==> config.mk <==
export PLATFORM = sky130hd
export DESIGN_NAME = sliding_median_filter_flat
export DESIGN_NICKNAME = d
export VERILOG_FILES = /design/src/rtl/smf_pkg.sv /design/src/rtl/smf_if.sv /design/src/rtl/smf_queue.sv /design/src/rtl/smf_front.sv /design/src/rtl/smf_back.sv /design/src/rtl/sliding_median_filter.sv /design/src/flat_wrapper.sv
export VERILOG_INCLUDE_DIRS = /design/src /design/src/rtl
export SDC_FILE = /design/constraint.sdc
export NUM_CORES = 1
export LEC_CHECK = 0
export BUFFER_PORTS_ARGS = -buffer_cell sky130_fd_sc_hd__buf_2
export CAP_MARGIN = 20
export CELL_PAD_IN_SITES_DETAIL_PLACEMENT = 1
export CELL_PAD_IN_SITES_GLOBAL_PLACEMENT = 1
export CORE_MARGIN = 10
export CORE_UTILIZATION = 29
export CTS_BUF_LIST = sky130_fd_sc_hd__clkbuf_16
export CTS_CLUSTER_DIAMETER = 30
export DETAILED_ROUTE_END_ITERATION = 6
export GPL_ROUTABILITY_DRIVEN = 0
export GPL_TIMING_DRIVEN = 1
export PLACE_DENSITY_LB_ADDON = 0.1
export SETUP_SLACK_MARGIN = 0.2
export SKIP_LAST_GASP = 1
export SLEW_MARGIN = 5
export SYNTH_ARGS = -nofsm -noshare
export SYNTH_HDL_FRONTEND = slang
export SYNTH_SLANG_ARGS = --single-unit
==> constraint.sdc <==
create_clock -name clk -period 55.3 [get_ports clk]
set_clock_uncertainty 0.05 [all_clocks]
set_input_delay 11.06 -clock clk [delete_from_list [all_inputs] [get_ports clk]]
set_output_delay 11.06 -clock clk [all_outputs]
set_load 0.03 [all_outputs]
==> src/rtl/sliding_median_filter_defines.svh <==
// ----------------------------------------------------------------------------
// Assertion macros for the sliding median filter
// Shared concurrent assertion forms, clocked on clk and disabled in reset.
// ----------------------------------------------------------------------------
`ifndef SLIDING_MEDIAN_FILTER_DEFINES_SVH
`define SLIDING_MEDIAN_FILTER_DEFINES_SVH

// condition holds at every edge
`define SMF_ASSERT_HOLDS(lbl, cond, msg) \
    lbl: assert property (@(posedge clk) disable iff (!rst_n) (cond)) else $error(msg);

// antecedent implies consequent in the same cycle
`define SMF_ASSERT_IMP(lbl, ante, cons, msg) \
    lbl: assert property (@(posedge clk) disable iff (!rst_n) (ante) |-> (cons)) \
        else $error(msg);

// antecedent implies consequent in the next cycle
`define SMF_ASSERT_NEXT(lbl, ante, cons, msg) \
    lbl: assert property (@(posedge clk) disable iff (!rst_n) (ante) |=> (cons)) \
        else $error(msg);

`endif

==> src/rtl/smf_pkg.sv <==
// ----------------------------------------------------------------------------
// Sliding median filter package
// Sizes, item types and window helper shared by the filter modules.
// ----------------------------------------------------------------------------
package smf_pkg;

    localparam int MAX_WINDOW   = 15;
    localparam int SAMPLE_WIDTH = 16;
    localparam int CFG_WIDTH    = 4;

    localparam int CNT_W   = $clog2(MAX_WINDOW + 1);
    localparam int IDX_W   = (MAX_WINDOW > 1) ? $clog2(MAX_WINDOW) : 1;
    localparam int H_W     = (MAX_WINDOW / 2 > 0) ? $clog2(MAX_WINDOW / 2 + 1) : 1;
    localparam int WIN_CAP = (MAX_WINDOW % 2 == 1) ? MAX_WINDOW : MAX_WINDOW - 1;

    localparam int Q_DEPTH = 2;
    localparam int QPTR_W  = (Q_DEPTH > 1) ? $clog2(Q_DEPTH) : 1;
    localparam int QCNT_W  = $clog2(Q_DEPTH + 1);

    localparam logic [CFG_WIDTH-1:0] WINDOW_LEN_RESET = CFG_WIDTH'(3);

    typedef logic signed [SAMPLE_WIDTH-1:0] sample_t;

    typedef struct packed {
        sample_t sample;
        logic    last;
        logic    start;
    } item_t;

    typedef struct packed {
        logic  push;
        item_t item;
    } q_push_t;

    typedef struct packed {
        logic  valid;
        item_t item;
    } q_head_t;

    // odd window length, even requests raised by one, capped at the store size
    function automatic logic [CNT_W-1:0] eff_window(input logic [CFG_WIDTH-1:0] len);
        int w;
        w = int'(len);
        if (!len[0])
            w = w + 1;
        if (w > WIN_CAP)
            w = WIN_CAP;
        return CNT_W'(w);
    endfunction

endpackage

==> src/rtl/smf_if.sv <==
// ----------------------------------------------------------------------------
// Sliding median filter channels
// Sample, result and configuration write channels with valid/ready.
// ----------------------------------------------------------------------------
interface smf_in_if;
    logic             valid;
    logic             ready;
    smf_pkg::sample_t sample;
    logic             end_of_seq;

    modport source (output valid, output sample, output end_of_seq, input ready);
    modport sink   (input valid, input sample, input end_of_seq, output ready);
endinterface

interface smf_out_if;
    logic             valid;
    logic             ready;
    smf_pkg::sample_t median;
    logic             last_out;

    modport source (output valid, output median, output last_out, input ready);
    modport sink   (input valid, input median, input last_out, output ready);
endinterface

interface smf_cfg_if;
    logic                             valid;
    logic                             ready;
    logic [smf_pkg::CFG_WIDTH-1:0]    window_len;

    modport source (output valid, output window_len, input ready);
    modport sink   (input valid, input window_len, output ready);
endinterface

==> src/rtl/smf_queue.sv <==
// ----------------------------------------------------------------------------
// Sliding median filter item queue
// Short FIFO between the accepting front end and the filtering back end.
// ----------------------------------------------------------------------------
module smf_queue (
    input  logic             clk,
    input  logic             rst_n,
    input  smf_pkg::q_push_t wr,
    output logic             full,
    output smf_pkg::q_head_t head,
    input  logic             pop
);
    import smf_pkg::*;

    item_t              mem_reg [Q_DEPTH];
    logic [QPTR_W-1:0]  wr_ptr_reg, wr_ptr_next;
    logic [QPTR_W-1:0]  rd_ptr_reg, rd_ptr_next;
    logic [QCNT_W-1:0]  count_reg, count_next;
    logic               do_pop;

    assign full       = (count_reg == QCNT_W'(Q_DEPTH));
    assign head.valid = (count_reg != '0);
    assign head.item  = mem_reg[rd_ptr_reg];
    assign do_pop     = pop && head.valid;

    always_comb
    begin
        wr_ptr_next = wr_ptr_reg;
        rd_ptr_next = rd_ptr_reg;
        count_next  = count_reg;
        if (wr.push)
        begin
            wr_ptr_next = (wr_ptr_reg == QPTR_W'(Q_DEPTH - 1)) ? '0 : wr_ptr_reg + 1'b1;
        end
        if (do_pop)
        begin
            rd_ptr_next = (rd_ptr_reg == QPTR_W'(Q_DEPTH - 1)) ? '0 : rd_ptr_reg + 1'b1;
        end
        if (wr.push && !do_pop)
            count_next = count_reg + 1'b1;
        else if (!wr.push && do_pop)
            count_next = count_reg - 1'b1;
    end

    always_ff @(posedge clk or negedge rst_n)
    begin
        if (!rst_n)
        begin
            wr_ptr_reg <= '0;
            rd_ptr_reg <= '0;
            count_reg  <= '0;
        end
        else
        begin
            wr_ptr_reg <= wr_ptr_next;
            rd_ptr_reg <= rd_ptr_next;
            count_reg  <= count_next;
        end
    end

    always_ff @(posedge clk)
    begin
        if (wr.push)
            mem_reg[wr_ptr_reg] <= wr.item;
    end

endmodule

==> src/rtl/smf_front.sv <==
// ----------------------------------------------------------------------------
// Sliding median filter front end
// Accept sample words and tag the first word of each sequence.
// ----------------------------------------------------------------------------
module smf_front (
    input  logic             clk,
    input  logic             rst_n,
    smf_in_if.sink           samples,
    input  logic             q_full,
    output smf_pkg::q_push_t wr
);
    import smf_pkg::*;

    logic in_seq_reg, in_seq_next;

    assign samples.ready  = !q_full;
    assign wr.push        = samples.valid && !q_full;
    assign wr.item.sample = samples.sample;
    assign wr.item.last   = samples.end_of_seq;
    assign wr.item.start  = !in_seq_reg;

    // a sequence stays open until its final word
    always_comb
    begin
        in_seq_next = in_seq_reg;
        if (wr.push)
            in_seq_next = !samples.end_of_seq;
    end

    always_ff @(posedge clk or negedge rst_n)
    begin
        if (!rst_n)
            in_seq_reg <= 1'b0;
        else
            in_seq_reg <= in_seq_next;
    end

endmodule

==> src/rtl/smf_back.sv <==
// ----------------------------------------------------------------------------
// Sliding median filter back end
// Window shift store, rank search for the median and flush sequencing.
// ----------------------------------------------------------------------------
`include "sliding_median_filter_defines.svh"

module smf_back (
    input  logic                          clk,
    input  logic                          rst_n,
    input  logic [smf_pkg::CFG_WIDTH-1:0] window_len,
    input  smf_pkg::q_head_t              head,
    output logic                          pop,
    smf_out_if.source                     medians
);
    import smf_pkg::*;

    typedef enum logic [1:0] {
        S_IDLE,
        S_SEARCH,
        S_EMIT,
        S_FLUSH
    } state_t;

    localparam logic [IDX_W-1:0] LAST_IDX = IDX_W'(MAX_WINDOW - 1);

    state_t             state_reg, state_next;
    sample_t            store_reg [MAX_WINDOW];
    logic [CNT_W-1:0]   seen_reg, seen_next;
    sample_t            x_reg, x_next;
    logic               last_reg, last_next;
    logic [H_W-1:0]     h_reg, h_next;
    logic [IDX_W-1:0]   win_lo_reg, win_lo_next;
    logic [H_W-1:0]     flush_reg, flush_next;
    logic [H_W-1:0]     r_reg, r_next;
    logic [IDX_W-1:0]   cand_reg, cand_next;
    sample_t            med_reg, med_next;
    logic               out_valid_reg, out_valid_next;
    sample_t            median_reg, median_next;
    logic               last_out_reg, last_out_next;

    logic               store_fill;
    logic               store_shift;
    sample_t            shift_in;

    logic [CNT_W-1:0]   w_new;
    logic [H_W-1:0]     h_new;
    logic [IDX_W-1:0]   win_lo_new;
    logic [CNT_W-1:0]   seen_inc;
    logic               emit_now;
    logic               emit_flush;

    sample_t            cand_val;
    logic [MAX_WINDOW-1:0] lt_vec;
    logic [MAX_WINDOW-1:0] le_vec;
    logic [CNT_W-1:0]   lt_cnt;
    logic [CNT_W-1:0]   le_cnt;
    logic               hit;

    logic               out_free;
    logic               load_out;

    assign medians.valid    = out_valid_reg;
    assign medians.median   = median_reg;
    assign medians.last_out = last_out_reg;
    assign out_free         = !out_valid_reg || medians.ready;

    // window geometry for a freshly popped word
    assign w_new      = eff_window(window_len);
    assign h_new      = H_W'((w_new - 1'b1) >> 1);
    assign win_lo_new = IDX_W'(MAX_WINDOW - int'(w_new));
    assign seen_inc   = (seen_reg < CNT_W'(MAX_WINDOW)) ? seen_reg + 1'b1 : seen_reg;
    assign emit_now   = int'(seen_inc) >= int'(h_new) + 1;
    assign emit_flush = int'(seen_reg) + int'(r_reg) + 1 >= int'(h_reg) + 1;

    // rank test of one candidate against the live part of the window
    assign cand_val = store_reg[cand_reg];

    always_comb
    begin
        for (int i = 0; i < MAX_WINDOW; i++)
        begin
            lt_vec[i] = (i >= int'(win_lo_reg)) && (store_reg[i] <  cand_val);
            le_vec[i] = (i >= int'(win_lo_reg)) && (store_reg[i] <= cand_val);
        end
    end

    assign lt_cnt = CNT_W'($countones(lt_vec));
    assign le_cnt = CNT_W'($countones(le_vec));
    assign hit    = (int'(lt_cnt) <= int'(h_reg)) && (int'(le_cnt) > int'(h_reg));

    assign shift_in = (state_reg == S_IDLE) ? head.item.sample : x_reg;

    always_comb
    begin
        state_next     = state_reg;
        seen_next      = seen_reg;
        x_next         = x_reg;
        last_next      = last_reg;
        h_next         = h_reg;
        win_lo_next    = win_lo_reg;
        flush_next     = flush_reg;
        r_next         = r_reg;
        cand_next      = cand_reg;
        med_next       = med_reg;
        out_valid_next = out_valid_reg;
        median_next    = median_reg;
        last_out_next  = last_out_reg;
        store_fill     = 1'b0;
        store_shift    = 1'b0;
        pop            = 1'b0;
        load_out       = 1'b0;

        if (out_valid_reg && medians.ready)
            out_valid_next = 1'b0;

        case (state_reg)
            S_IDLE:
            begin
                if (head.valid)
                begin
                    pop         = 1'b1;
                    x_next      = head.item.sample;
                    last_next   = head.item.last;
                    h_next      = h_new;
                    win_lo_next = win_lo_new;
                    store_fill  = head.item.start;
                    store_shift = !head.item.start;
                    seen_next   = seen_inc;
                    flush_next  = head.item.last ? h_new : '0;
                    r_next      = '0;
                    cand_next   = win_lo_new;
                    if (emit_now)
                        state_next = S_SEARCH;
                    else if (head.item.last && (h_new != '0))
                        state_next = S_FLUSH;
                    else if (head.item.last)
                        seen_next = '0;
                end
            end

            S_SEARCH:
            begin
                if (hit)
                begin
                    med_next   = cand_val;
                    state_next = S_EMIT;
                end
                else
                begin
                    cand_next = cand_reg + 1'b1;
                end
            end

            S_EMIT:
            begin
                if (out_free)
                begin
                    load_out       = 1'b1;
                    out_valid_next = 1'b1;
                    median_next    = med_reg;
                    last_out_next  = last_reg && (flush_reg == '0);
                    if (flush_reg != '0)
                    begin
                        state_next = S_FLUSH;
                    end
                    else
                    begin
                        state_next = S_IDLE;
                        if (last_reg)
                            seen_next = '0;
                    end
                end
            end

            S_FLUSH:
            begin
                // repeat the final sample to drain the pending outputs
                store_shift = 1'b1;
                r_next      = r_reg + 1'b1;
                flush_next  = flush_reg - 1'b1;
                cand_next   = win_lo_reg;
                if (emit_flush)
                begin
                    state_next = S_SEARCH;
                end
                else if (flush_reg == H_W'(1))
                begin
                    state_next = S_IDLE;
                    seen_next  = '0;
                end
            end

            default:
            begin
                state_next = S_IDLE;
            end
        endcase
    end

    always_ff @(posedge clk or negedge rst_n)
    begin
        if (!rst_n)
        begin
            state_reg     <= S_IDLE;
            seen_reg      <= '0;
            x_reg         <= '0;
            last_reg      <= 1'b0;
            h_reg         <= '0;
            win_lo_reg    <= '0;
            flush_reg     <= '0;
            r_reg         <= '0;
            cand_reg      <= '0;
            med_reg       <= '0;
            out_valid_reg <= 1'b0;
            median_reg    <= '0;
            last_out_reg  <= 1'b0;
        end
        else
        begin
            state_reg     <= state_next;
            seen_reg      <= seen_next;
            x_reg         <= x_next;
            last_reg      <= last_next;
            h_reg         <= h_next;
            win_lo_reg    <= win_lo_next;
            flush_reg     <= flush_next;
            r_reg         <= r_next;
            cand_reg      <= cand_next;
            med_reg       <= med_next;
            out_valid_reg <= out_valid_next;
            median_reg    <= median_next;
            last_out_reg  <= last_out_next;
        end
    end

    // window store: newest sample at the top, oldest drops off the bottom
    always_ff @(posedge clk)
    begin
        if (store_fill)
        begin
            for (int i = 0; i < MAX_WINDOW; i++)
                store_reg[i] <= shift_in;
        end
        else if (store_shift)
        begin
            for (int i = 0; i < MAX_WINDOW - 1; i++)
                store_reg[i] <= store_reg[i + 1];
            store_reg[MAX_WINDOW - 1] <= shift_in;
        end
    end

    `SMF_ASSERT_IMP(a_cand_in_window, state_reg == S_SEARCH, cand_reg >= win_lo_reg,
        "median candidate below window")
    `SMF_ASSERT_IMP(a_search_ends, (state_reg == S_SEARCH) && (cand_reg == LAST_IDX), hit,
        "median search ran off the store")
    `SMF_ASSERT_IMP(a_flush_bound, state_reg != S_IDLE, flush_reg <= h_reg,
        "flush count exceeds half window")
    `SMF_ASSERT_NEXT(a_last_clears, load_out && last_out_next, seen_reg == '0,
        "sequence count not cleared after final result")

endmodule

==> src/rtl/sliding_median_filter.sv <==
// ----------------------------------------------------------------------------
// Sliding median filter
// Running median over an odd window with edge replication and end flush.
// ----------------------------------------------------------------------------
// channel   dir   payload                     handshake
// samples   in    sample[15:0], end_of_seq    valid/ready
// medians   out   median[15:0], last_out      valid/ready
// cfg       in    window_len[3:0]             valid/ready (always ready)
//
// Each word enters the window in the idle state; for each result a rank
// search then tests one candidate after another, and the emit state loads the output register once it is free.
// The end-of-sequence flush repeats the final sample for each pending output.
// Reset clears the control state and sets window_len to 3; the window store
// needs no clearing, as the first word of a sequence fills it.
// A two-word queue lets samples be taken while the back end works or stalls.
// ----------------------------------------------------------------------------
module sliding_median_filter (
    input  logic      clk,
    input  logic      rst_n,
    smf_in_if.sink    samples,
    smf_out_if.source medians,
    smf_cfg_if.sink   cfg
);
    import smf_pkg::*;

    logic [CFG_WIDTH-1:0] window_len_reg, window_len_next;
    q_push_t              q_wr;
    q_head_t              q_head;
    logic                 q_full;
    logic                 q_pop;

    assign cfg.ready = 1'b1;

    always_comb
    begin
        window_len_next = window_len_reg;
        if (cfg.valid)
            window_len_next = cfg.window_len;
    end

    always_ff @(posedge clk or negedge rst_n)
    begin
        if (!rst_n)
            window_len_reg <= WINDOW_LEN_RESET;
        else
            window_len_reg <= window_len_next;
    end

    smf_front u_front (
        .clk     (clk),
        .rst_n   (rst_n),
        .samples (samples),
        .q_full  (q_full),
        .wr      (q_wr)
    );

    smf_queue u_queue (
        .clk   (clk),
        .rst_n (rst_n),
        .wr    (q_wr),
        .full  (q_full),
        .head  (q_head),
        .pop   (q_pop)
    );

    smf_back u_back (
        .clk        (clk),
        .rst_n      (rst_n),
        .window_len (window_len_reg),
        .head       (q_head),
        .pop        (q_pop),
        .medians    (medians)
    );

endmodule

==> src/flat_wrapper.sv <==
// flat-port wrapper written by rule: the top's interface ports become plain ports
module sliding_median_filter_flat import smf_pkg::*;
  (clk, rst_n, samples_valid, samples_sample, samples_end_of_seq, samples_ready, medians_valid, medians_median, medians_last_out, medians_ready, cfg_valid, cfg_window_len, cfg_ready);
  smf_in_if samples_i ();
  smf_out_if medians_i ();
  smf_cfg_if cfg_i ();
  input  logic clk;
  input  logic rst_n;
  input wire logic [$bits(samples_i.valid)-1:0] samples_valid;
  input wire logic [$bits(samples_i.sample)-1:0] samples_sample;
  input wire logic [$bits(samples_i.end_of_seq)-1:0] samples_end_of_seq;
  output wire logic [$bits(samples_i.ready)-1:0] samples_ready;
  output wire logic [$bits(medians_i.valid)-1:0] medians_valid;
  output wire logic [$bits(medians_i.median)-1:0] medians_median;
  output wire logic [$bits(medians_i.last_out)-1:0] medians_last_out;
  input wire logic [$bits(medians_i.ready)-1:0] medians_ready;
  input wire logic [$bits(cfg_i.valid)-1:0] cfg_valid;
  input wire logic [$bits(cfg_i.window_len)-1:0] cfg_window_len;
  output wire logic [$bits(cfg_i.ready)-1:0] cfg_ready;
  assign samples_i.valid = samples_valid;
  assign samples_i.sample = samples_sample;
  assign samples_i.end_of_seq = samples_end_of_seq;
  assign samples_ready = samples_i.ready;
  assign medians_valid = medians_i.valid;
  assign medians_median = medians_i.median;
  assign medians_last_out = medians_i.last_out;
  assign medians_i.ready = medians_ready;
  assign cfg_i.valid = cfg_valid;
  assign cfg_i.window_len = cfg_window_len;
  assign cfg_ready = cfg_i.ready;
  sliding_median_filter u_core (.clk(clk), .rst_n(rst_n), .samples(samples_i), .medians(medians_i), .cfg(cfg_i));
endmodule
==> results of run 1 <==
[kinds of logic after synthesis]
family                     after synthesis
AOI/OAI and AO/OA                      560
muxes                                  128
adders and majority gates              296
buffers and inverters                  186
and+or+nand+nor                        362
other                                    1
xor gates and xnor gates                13
DFF                                    357
[Yosys cell counts (9+ instances only)]
| library cell | n | area (um2) |
|---|---|---|
| sky130_fd_sc_hd__fa_1 | 21 | 420 |
| sky130_fd_sc_hd__nor3b_1 | 9 | 67.6 |
| sky130_fd_sc_hd__nand3_1 | 22 | 110 |
| sky130_fd_sc_hd__a21o_1 | 271 | 2030 |
| sky130_fd_sc_hd__o21ai_0 | 109 | 546 |
| sky130_fd_sc_hd__ha_1 | 275 | 3440 |
| sky130_fd_sc_hd__a31oi_1 | 12 | 75.1 |
| sky130_fd_sc_hd__mux4_2 | 64 | 1440 |
| sky130_fd_sc_hd__nor2b_1 | 17 | 106 |
| sky130_fd_sc_hd__mux2i_1 | 42 | 420 |
| sky130_fd_sc_hd__nor3_1 | 13 | 65.1 |
| sky130_fd_sc_hd__inv_1 | 104 | 390 |
| sky130_fd_sc_hd__o21a_1 | 10 | 75.1 |
| sky130_fd_sc_hd__clkbuf_1 | 42 | 158 |
| sky130_fd_sc_hd__dfrtp_1 | 80 | 2000 |
| sky130_fd_sc_hd__nor4_1 | 14 | 87.6 |
| sky130_fd_sc_hd__buf_2 | 27 | 135 |
| sky130_fd_sc_hd__nand2b_1 | 13 | 81.3 |
| sky130_fd_sc_hd__nand4_1 | 42 | 263 |
| sky130_fd_sc_hd__nand2_1 | 130 | 488 |
| sky130_fd_sc_hd__xnor2_1 | 10 | 87.6 |
| sky130_fd_sc_hd__a21oi_1 | 88 | 440 |
| sky130_fd_sc_hd__o211ai_1 | 11 | 82.6 |
| sky130_fd_sc_hd__edfxtp_1 | 276 | 8290 |
| sky130_fd_sc_hd__nor2_1 | 82 | 308 |
| sky130_fd_sc_hd__mux2_2 | 22 | 248 |
[metal layers]
layer / vias to the layer above / GRT usage [%]
met5: - / 0
met4: 0 / 4.95
met3: 110 / 3.19
met2: 287 / 25.6
met1: 8036 / 21.2
li1: 7496 / -
[cell type report]
type / instances / area, um2 / area share (%)
Tap cell: 1040 / 1300 / 4.67
Timing Repair Buffer: 66 / 435 / 1.56
Clock buffer: 116 / 2900 / 10.4
Inverter: 110 / 413 / 1.48
Clock inverter: 94 / 913 / 3.28
Sequential cell: 357 / 10300 / 37.1
Multi-Input combinational cell: 1360 / 11600 / 41.5
[per-stage QoR]
step,utilization [%],hold slack (ns)
finish,36.0,0.419
global placement,31.0,0.406
detailed placement,31.0,0.416
global route,36.0,0.451
floorplan,-,0.395
CTS,36.0,0.425
[path summary, 6_finish.rpt]
kind / cells after the start / to / slack [ns] / from
setup / recovery: 2 / samples_ready / 42.69 / u_core.u_queue.count_reg[0]$_DFFE_PN0P_
hold / removal: 2 / u_core.u_back.x_reg[10]$_DFFE_PN0P_ / 0.42 / u_core.u_back.x_reg[10]$_DFFE_PN0P_
setup reg to reg: 25 / u_core.u_back.med_reg[0]$_DFFE_PN0P_ / 43.39 / u_core.u_back.cand_reg[1]$_DFFE_PN0P_
hold reg to reg: 2 / u_core.u_back.x_reg[10]$_DFFE_PN0P_ / 0.42 / u_core.u_back.x_reg[10]$_DFFE_PN0P_
max in group asynchronous: 2 / u_core.u_back.cand_reg[1]$_DFFE_PN0P_ / 43.80 / rst_n
min in group asynchronous: 1 / u_core.window_len_reg[3]$_DFFE_PN0P_ / 10.33 / rst_n
[cells in the final DEF, fill, tap and decap left out, types with 9 or more instances in the layout]
master                      instances
sky130_fd_sc_hd__clkinv_1          36
sky130_fd_sc_hd__mux2_2            22
sky130_fd_sc_hd__nor3b_1            9
sky130_fd_sc_hd__a21oi_1           88
sky130_fd_sc_hd__buf_2             42
sky130_fd_sc_hd__nand3_1           22
sky130_fd_sc_hd__nor4_1            14
sky130_fd_sc_hd__dfrtp_1           78
sky130_fd_sc_hd__bufinv_16         16
sky130_fd_sc_hd__a21o_1           271
sky130_fd_sc_hd__xnor2_1           10
sky130_fd_sc_hd__mux2i_1           42
sky130_fd_sc_hd__o21ai_0          108
sky130_fd_sc_hd__nor2b_1           17
sky130_fd_sc_hd__inv_1            119
sky130_fd_sc_hd__nand4_1           42
sky130_fd_sc_hd__clkinv_2          26
sky130_fd_sc_hd__o21a_1            10
sky130_fd_sc_hd__fa_1              21
sky130_fd_sc_hd__o211ai_1          11
sky130_fd_sc_hd__nand2_1          130
sky130_fd_sc_hd__nand2b_1          13
sky130_fd_sc_hd__ha_1             275
sky130_fd_sc_hd__clkbuf_16        116
sky130_fd_sc_hd__nor2_1            81
sky130_fd_sc_hd__buf_4             21
sky130_fd_sc_hd__mux4_2            64
sky130_fd_sc_hd__nor3_1            13
sky130_fd_sc_hd__a31oi_1           12
sky130_fd_sc_hd__edfxtp_1         276
[worst max-delay path, stage by stage (launching register included)]
cell                       delay (ns)
sky130_fd_sc_hd__dfrtp_1         0.43
sky130_fd_sc_hd__nand2b_1        0.20
sky130_fd_sc_hd__buf_2           0.23
==> flow_summary.rst, run 1 <==
.. list-table::
   :header-rows: 1

   * - Metric
     - Value
   * - Minimum setup slack in the final design
     - 42.69 ns
   * - Fraction of layout instances using a drive strength above 1
     - 15.7%
   * - Post-synthesis sequential area ratio
     - 45.6%
   * - Synthesized-area fraction occupied by adder cells
     - 17.1%
   * - Timing-limited maximum frequency
     - 0.0793 GHz
   * - Clock latency on the worst-skew pair
     - 0.65 ns
   * - Critical path peak fanout
     - 5
   * - Starting density of the core
     - 29.2%
   * - Clock tree root buffer cell
     - sky130_fd_sc_hd__clkbuf_16
   * - Total detailed-routing wirelength
     - 71600 um
   * - Met2 WL
     - 33300 um
   * - Die boundary height
     - 299 um
   * - Worst-Margin Slew
     - 1.20 ns
   * - Number of hold buffers added after cts
     - 0
   * - Status
     - completed
   * - Capturing element type of the critical path
     - output pin
   * - Number of antenna violations at the first check in global routing
     - 2
   * - Avg Cell Area, Syn
     - 11.9 um2
   * - Routed metal-1 wirelength
     - 33600 um
   * - Setup-violating endpoint count in the final report
     - 0
   * - Warning count from the yosys run
     - 0
   * - Post-Synth Simple-Gate Area
     - 7.60%
   * - Post-synthesis register bit count
     - 357
   * - Number of max-cap violations
     - 0
   * - Grt total ovfl
     - 0
   * - Setup repair after global routing missed its margin
     - no
   * - Drt wl/cell
     - 22.8 um
   * - Pre-antenna DRT Iters
     - 5
   * - Post-Layout Cell Count
     - 3143
   * - Net count after synthesis
     - 2225
   * - DP HPWL
     - 52300 um
   * - Number of cells produced by synthesis
     - 1903
   * - Post-CTS sizing
     - 0
   * - Starting DRC count in detailed routing
     - 960
   * - Wire length of the first global-routing pass
     - 109000 um
   * - Tmin final
     - 12.61 ns
   * - Share of synthesized registers carrying an async set or reset
     - 22.7%
   * - Most instantiated flip-flop cell in the synthesis netlist
     - sky130_fd_sc_hd__edfxtp_1
   * - Maximum clock insertion buffer count
     - 3
   * - Period utilisation layout
     - 22.8%
   * - Area fraction in compound gates after synthesis
     - 16.5%
   * - Die width
     - 299 um
   * - Main combinational cell family by area after synthesis
     - adder cells
   * - Area of the die
     - 0.0895 mm2
   * - Highest routed layer
     - met4
   * - All-layer global routing usage
     - 15.9%
   * - Via/cell ratio
     - 5.07
   * - Number of enable-type register cells in the synthesized netlist
     - 276
   * - Core outline area
     - 0.0773 mm2
   * - Detailed-routed wire length on met3
     - 3130 um
   * - Startpoint-to-endpoint class of the critical path
     - reg -> out
   * - Setup TNS
     - 0 ns
   * - Post-CTS Setup Bufs
     - 0
   * - Distinct cell type count of the synthesized netlist
     - 62
   * - Number of global-route vias before repair
     - 17500
   * - Pins over their slew limit
     - 0
   * - Placed instance area
     - 0.0240 mm2
   * - Tightest Hold Check Type
     - reg -> reg
   * - Signal arrival time at the worst endpoint
     - 1.50 ns
   * - Area growth syn-to-layout
     - 23.2%
   * - Number of placement rows
     - 102
   * - Launching element type of the critical path
     - register
   * - Pin count of the biggest net entering global routing
     - 177
   * - Number of nets in the layout
     - 2329
   * - Number of cells after detailed placement
     - 2932
   * - Flip-flop count of the largest register, all copies and words added
     - 240
   * - Worst endpoint required time
     - 44.19 ns
   * - Residual antenna-violating net count after detailed routing
     - 0
   * - Area share of xor/xnor cells in the synthesized design
     - 0.504%
   * - IO Count
     - 46
   * - Total standard cell area after synthesis
     - 0.0226 mm2
   * - Final-report hold violation count
     - 0
   * - # H-tree levels
     - 3
   * - Clk sinks
     - 357
   * - Share of cell area taken by muxes after synthesis
     - 9.33%
   * - Worst-case setup slack after placement
     - 42.53 ns
   * - Remaining max-slew budget at the tightest pin
     - 19.7%
   * - Number of buffers created by CTS
     - 112
   * - TritonCTS clock tree
     - done
   * - Clock slew at reported path FFs
     - 0.04 ns
   * - Final design instance area without fill
     - 0.0278 mm2
   * - Antenna Diode Count
     - 0
   * - Number of fill cells
     - 8379
   * - DRC violation count after routing
     - 0
   * - Via count
     - 15900
   * - # port buffers
     - 43
Power of run 1 is not shown: default switching activity piles up to over one toggle a cycle in this logic, so the estimate is an artifact.
==> run 2, diff against run 1 <==
==> constraint.sdc (replaced) <==
create_clock -name clk -period 12.97 [get_ports clk]
set_clock_uncertainty 0.05 [all_clocks]
set_input_delay 2.594 -clock clk [delete_from_list [all_inputs] [get_ports clk]]
set_output_delay 2.594 -clock clk [all_outputs]
set_load 0.03 [all_outputs]
==> flow_summary.rst, run 2 (same netlist as run 1, synthesis figures left out) <==
.. list-table::
   :header-rows: 1

   * - Metric
     - Value
   * - Antenna Diode Count
     - 0
   * - Number of placement rows
     - 102
   * - Setup repair after global routing missed its margin
     - no
   * - Core outline area
     - 0.0773 mm2
   * - Worst endpoint required time
     - 13.45 ns
   * - Area growth syn-to-layout
     - 22.8%
   * - Final-report hold violation count
     - 0
   * - Remaining max-slew budget at the tightest pin
     - 18.3%
   * - Setup-violating endpoint count in the final report
     - 0
   * - All-layer global routing usage
     - 16.1%
   * - Wire length of the first global-routing pass
     - 110000 um
   * - Number of global-route vias before repair
     - 17300
   * - Grt total ovfl
     - 0
   * - Number of nets in the layout
     - 2327
   * - Highest-count cells in the layout ignoring fill and taps
     - sky130_fd_sc_hd__edfxtp_1, sky130_fd_sc_hd__ha_1, sky130_fd_sc_hd__a21o_1
   * - Fraction of layout instances using a drive strength above 1
     - 16.0%
   * - Maximum clock insertion buffer count
     - 3
   * - Timing-limited maximum frequency
     - 0.0935 GHz
   * - Tmin final
     - 10.70 ns
   * - # H-tree levels
     - 3
   * - Flip-flop count of the largest register, all copies and words added
     - 240
   * - Number of buffers created by CTS
     - 110
   * - Clock latency on the worst-skew pair
     - 0.65 ns
   * - Drt wl/cell
     - 23.1 um
   * - Worst R2R End
     - u_core.u_back.med_reg[0]$_DFFE_PN0P_
   * - Number of antenna violations at the first check in global routing
     - 4
   * - Critical hold path startpoint
     - u_core.u_back.x_reg[15]$_DFFE_PN0P_
   * - Setup slack of the worst register-to-register path
     - 2.27 ns
   * - Critical path peak fanout
     - 37
   * - Most common cell after layout, fill and taps aside
     - sky130_fd_sc_hd__edfxtp_1
   * - Residual antenna-violating net count after detailed routing
     - 0
   * - Startpoint-to-endpoint class of the critical path
     - reg -> reg
   * - # port buffers
     - 43
   * - DRC violation count after routing
     - 0
   * - Die width
     - 299 um
   * - Pin count of the biggest net entering global routing
     - 176
   * - Area of the die
     - 0.0895 mm2
   * - Number of cell instances on the worst register-to-register path
     - 26
   * - DP HPWL
     - 53000 um
   * - Clk sinks
     - 357
   * - Die boundary height
     - 299 um
   * - Worst-Margin Slew
     - 1.22 ns
   * - Period utilisation layout
     - 82.5%
   * - Post-CTS sizing
     - 0
   * - Clock slew at reported path FFs
     - 0.04 ns
   * - Worst flop-to-flop path startpoint
     - u_core.u_back.cand_reg[0]$_DFFE_PN0P_
   * - Via count
     - 16100
   * - TritonCTS clock tree
     - done
   * - Starting density of the core
     - 29.2%
   * - IO Count
     - 46
   * - Via/cell ratio
     - 5.12
   * - Capturing element type of the critical path
     - register
   * - Number of max-cap violations
     - 0
   * - Launching element type of the critical path
     - register
   * - Pins over their slew limit
     - 0
   * - Setup TNS
     - 0 ns
   * - Pre-antenna DRT Iters
     - 5
   * - Post-CTS Setup Bufs
     - 0
   * - Status
     - completed
   * - Endpoint of the worst hold-timing path
     - u_core.u_back.x_reg[15]$_DFFE_PN0P_
   * - Total detailed-routing wirelength
     - 72400 um
   * - Number of hold buffers added after cts
     - 0
   * - Tightest Hold Check Type
     - reg -> reg
   * - Cell depth of the worst hold path
     - 2
   * - Signal arrival time at the worst endpoint
     - 11.18 ns
   * - Starting DRC count in detailed routing
     - 848
   * - Clock tree root buffer cell
     - sky130_fd_sc_hd__clkbuf_16
[run 2: stage by stage]
| stage | setup slack (ns) | cell area [um2] | cells | hold slack, ns | utilization [%] |
|---|---|---|---|---|---|
| final | 2.27 | 27800 | 3140 | 0.420 | 35.9 |
| after global routing | 1.54 | 27800 | 3140 | 0.454 | 35.9 |
| after floorplan | 0.366 | 22600 | 1903 | 0.395 | - |
| after global placement | 2.30 | 24000 | 2932 | 0.406 | 31.0 |
| after CTS | 2.13 | 27700 | 3139 | 0.425 | 35.9 |
| after detailed placement | 2.16 | 24000 | 2932 | 0.415 | 31.0 |
[run 2: worst max-delay path by stage]
stage	endpoint	from	cells after the start
finish	u_core.u_back.med_reg[0]$_DFFE_PN0P_	u_core.u_back.cand_reg[0]$_DFFE_PN0P_	26
global route	u_core.u_back.cand_reg[0]$_DFFE_PN0P_	u_core.u_back.cand_reg[0]$_DFFE_PN0P_	27
CTS	u_core.u_back.med_reg[0]$_DFFE_PN0P_	u_core.u_back.cand_reg[0]$_DFFE_PN0P_	26
detailed placement	u_core.u_back.med_reg[0]$_DFFE_PN0P_	u_core.u_back.cand_reg[0]$_DFFE_PN0P_	26
global placement	u_core.u_back.med_reg[0]$_DFFE_PN0P_	u_core.u_back.cand_reg[0]$_DFFE_PN0P_	26
floorplan	u_core.u_back.store_reg[0][0]$_DFFE_PP_	u_core.u_back.state_reg[0]$_DFFE_PN0P_	5
[run 2: layer usage]
layer  global-route usage, %  vias to the layer above  wire length (um)
met4                    4.79                        0              1530
li1                        -                     7491                 -
met3                    2.62                      105              2880
met2                    25.7                      300             33600
met5                       0                        -                 0
met1                    22.1                     8181             34400
[run 2: layout make-up]
cell class	instances	area, um2
Fill cell	8345	49600
Multi-Input combinational cell	1360	11600
Sequential cell	357	10300
Clock buffer	115	2880
Tap cell	1040	1300
Clock inverter	92	851
Timing Repair Buffer	66	435
Inverter	110	413
[run 2: worst max-delay path, cell delays in order (launching register included)]
cell and delay (ns):
sky130_fd_sc_hd__dfrtp_4 0.95, sky130_fd_sc_hd__buf_4 0.46, sky130_fd_sc_hd__mux2i_1 0.12, sky130_fd_sc_hd__o21ai_0 0.25, sky130_fd_sc_hd__mux4_2 0.29, sky130_fd_sc_hd__clkinv_1 0.64
sky130_fd_sc_hd__ha_1 0.62, sky130_fd_sc_hd__nand2_1 0.18, sky130_fd_sc_hd__o21ai_0 0.60, sky130_fd_sc_hd__nand2_1 0.14, sky130_fd_sc_hd__o2111ai_1 0.14, sky130_fd_sc_hd__mux2_2 0.39
sky130_fd_sc_hd__a21oi_1 0.17, sky130_fd_sc_hd__fa_1 0.51, sky130_fd_sc_hd__fa_1 0.53, sky130_fd_sc_hd__fa_1 0.52, sky130_fd_sc_hd__fa_1 0.54, sky130_fd_sc_hd__inv_1 0.05
sky130_fd_sc_hd__fa_1 0.45, sky130_fd_sc_hd__inv_1 0.10, sky130_fd_sc_hd__fa_1 0.42, sky130_fd_sc_hd__inv_1 0.07, sky130_fd_sc_hd__ha_1 0.24, sky130_fd_sc_hd__a211o_1 0.30
sky130_fd_sc_hd__a221oi_1 0.60, sky130_fd_sc_hd__or3b_2 0.81, sky130_fd_sc_hd__mux2_2 0.41
Power of run 2 is left out for the same reason.
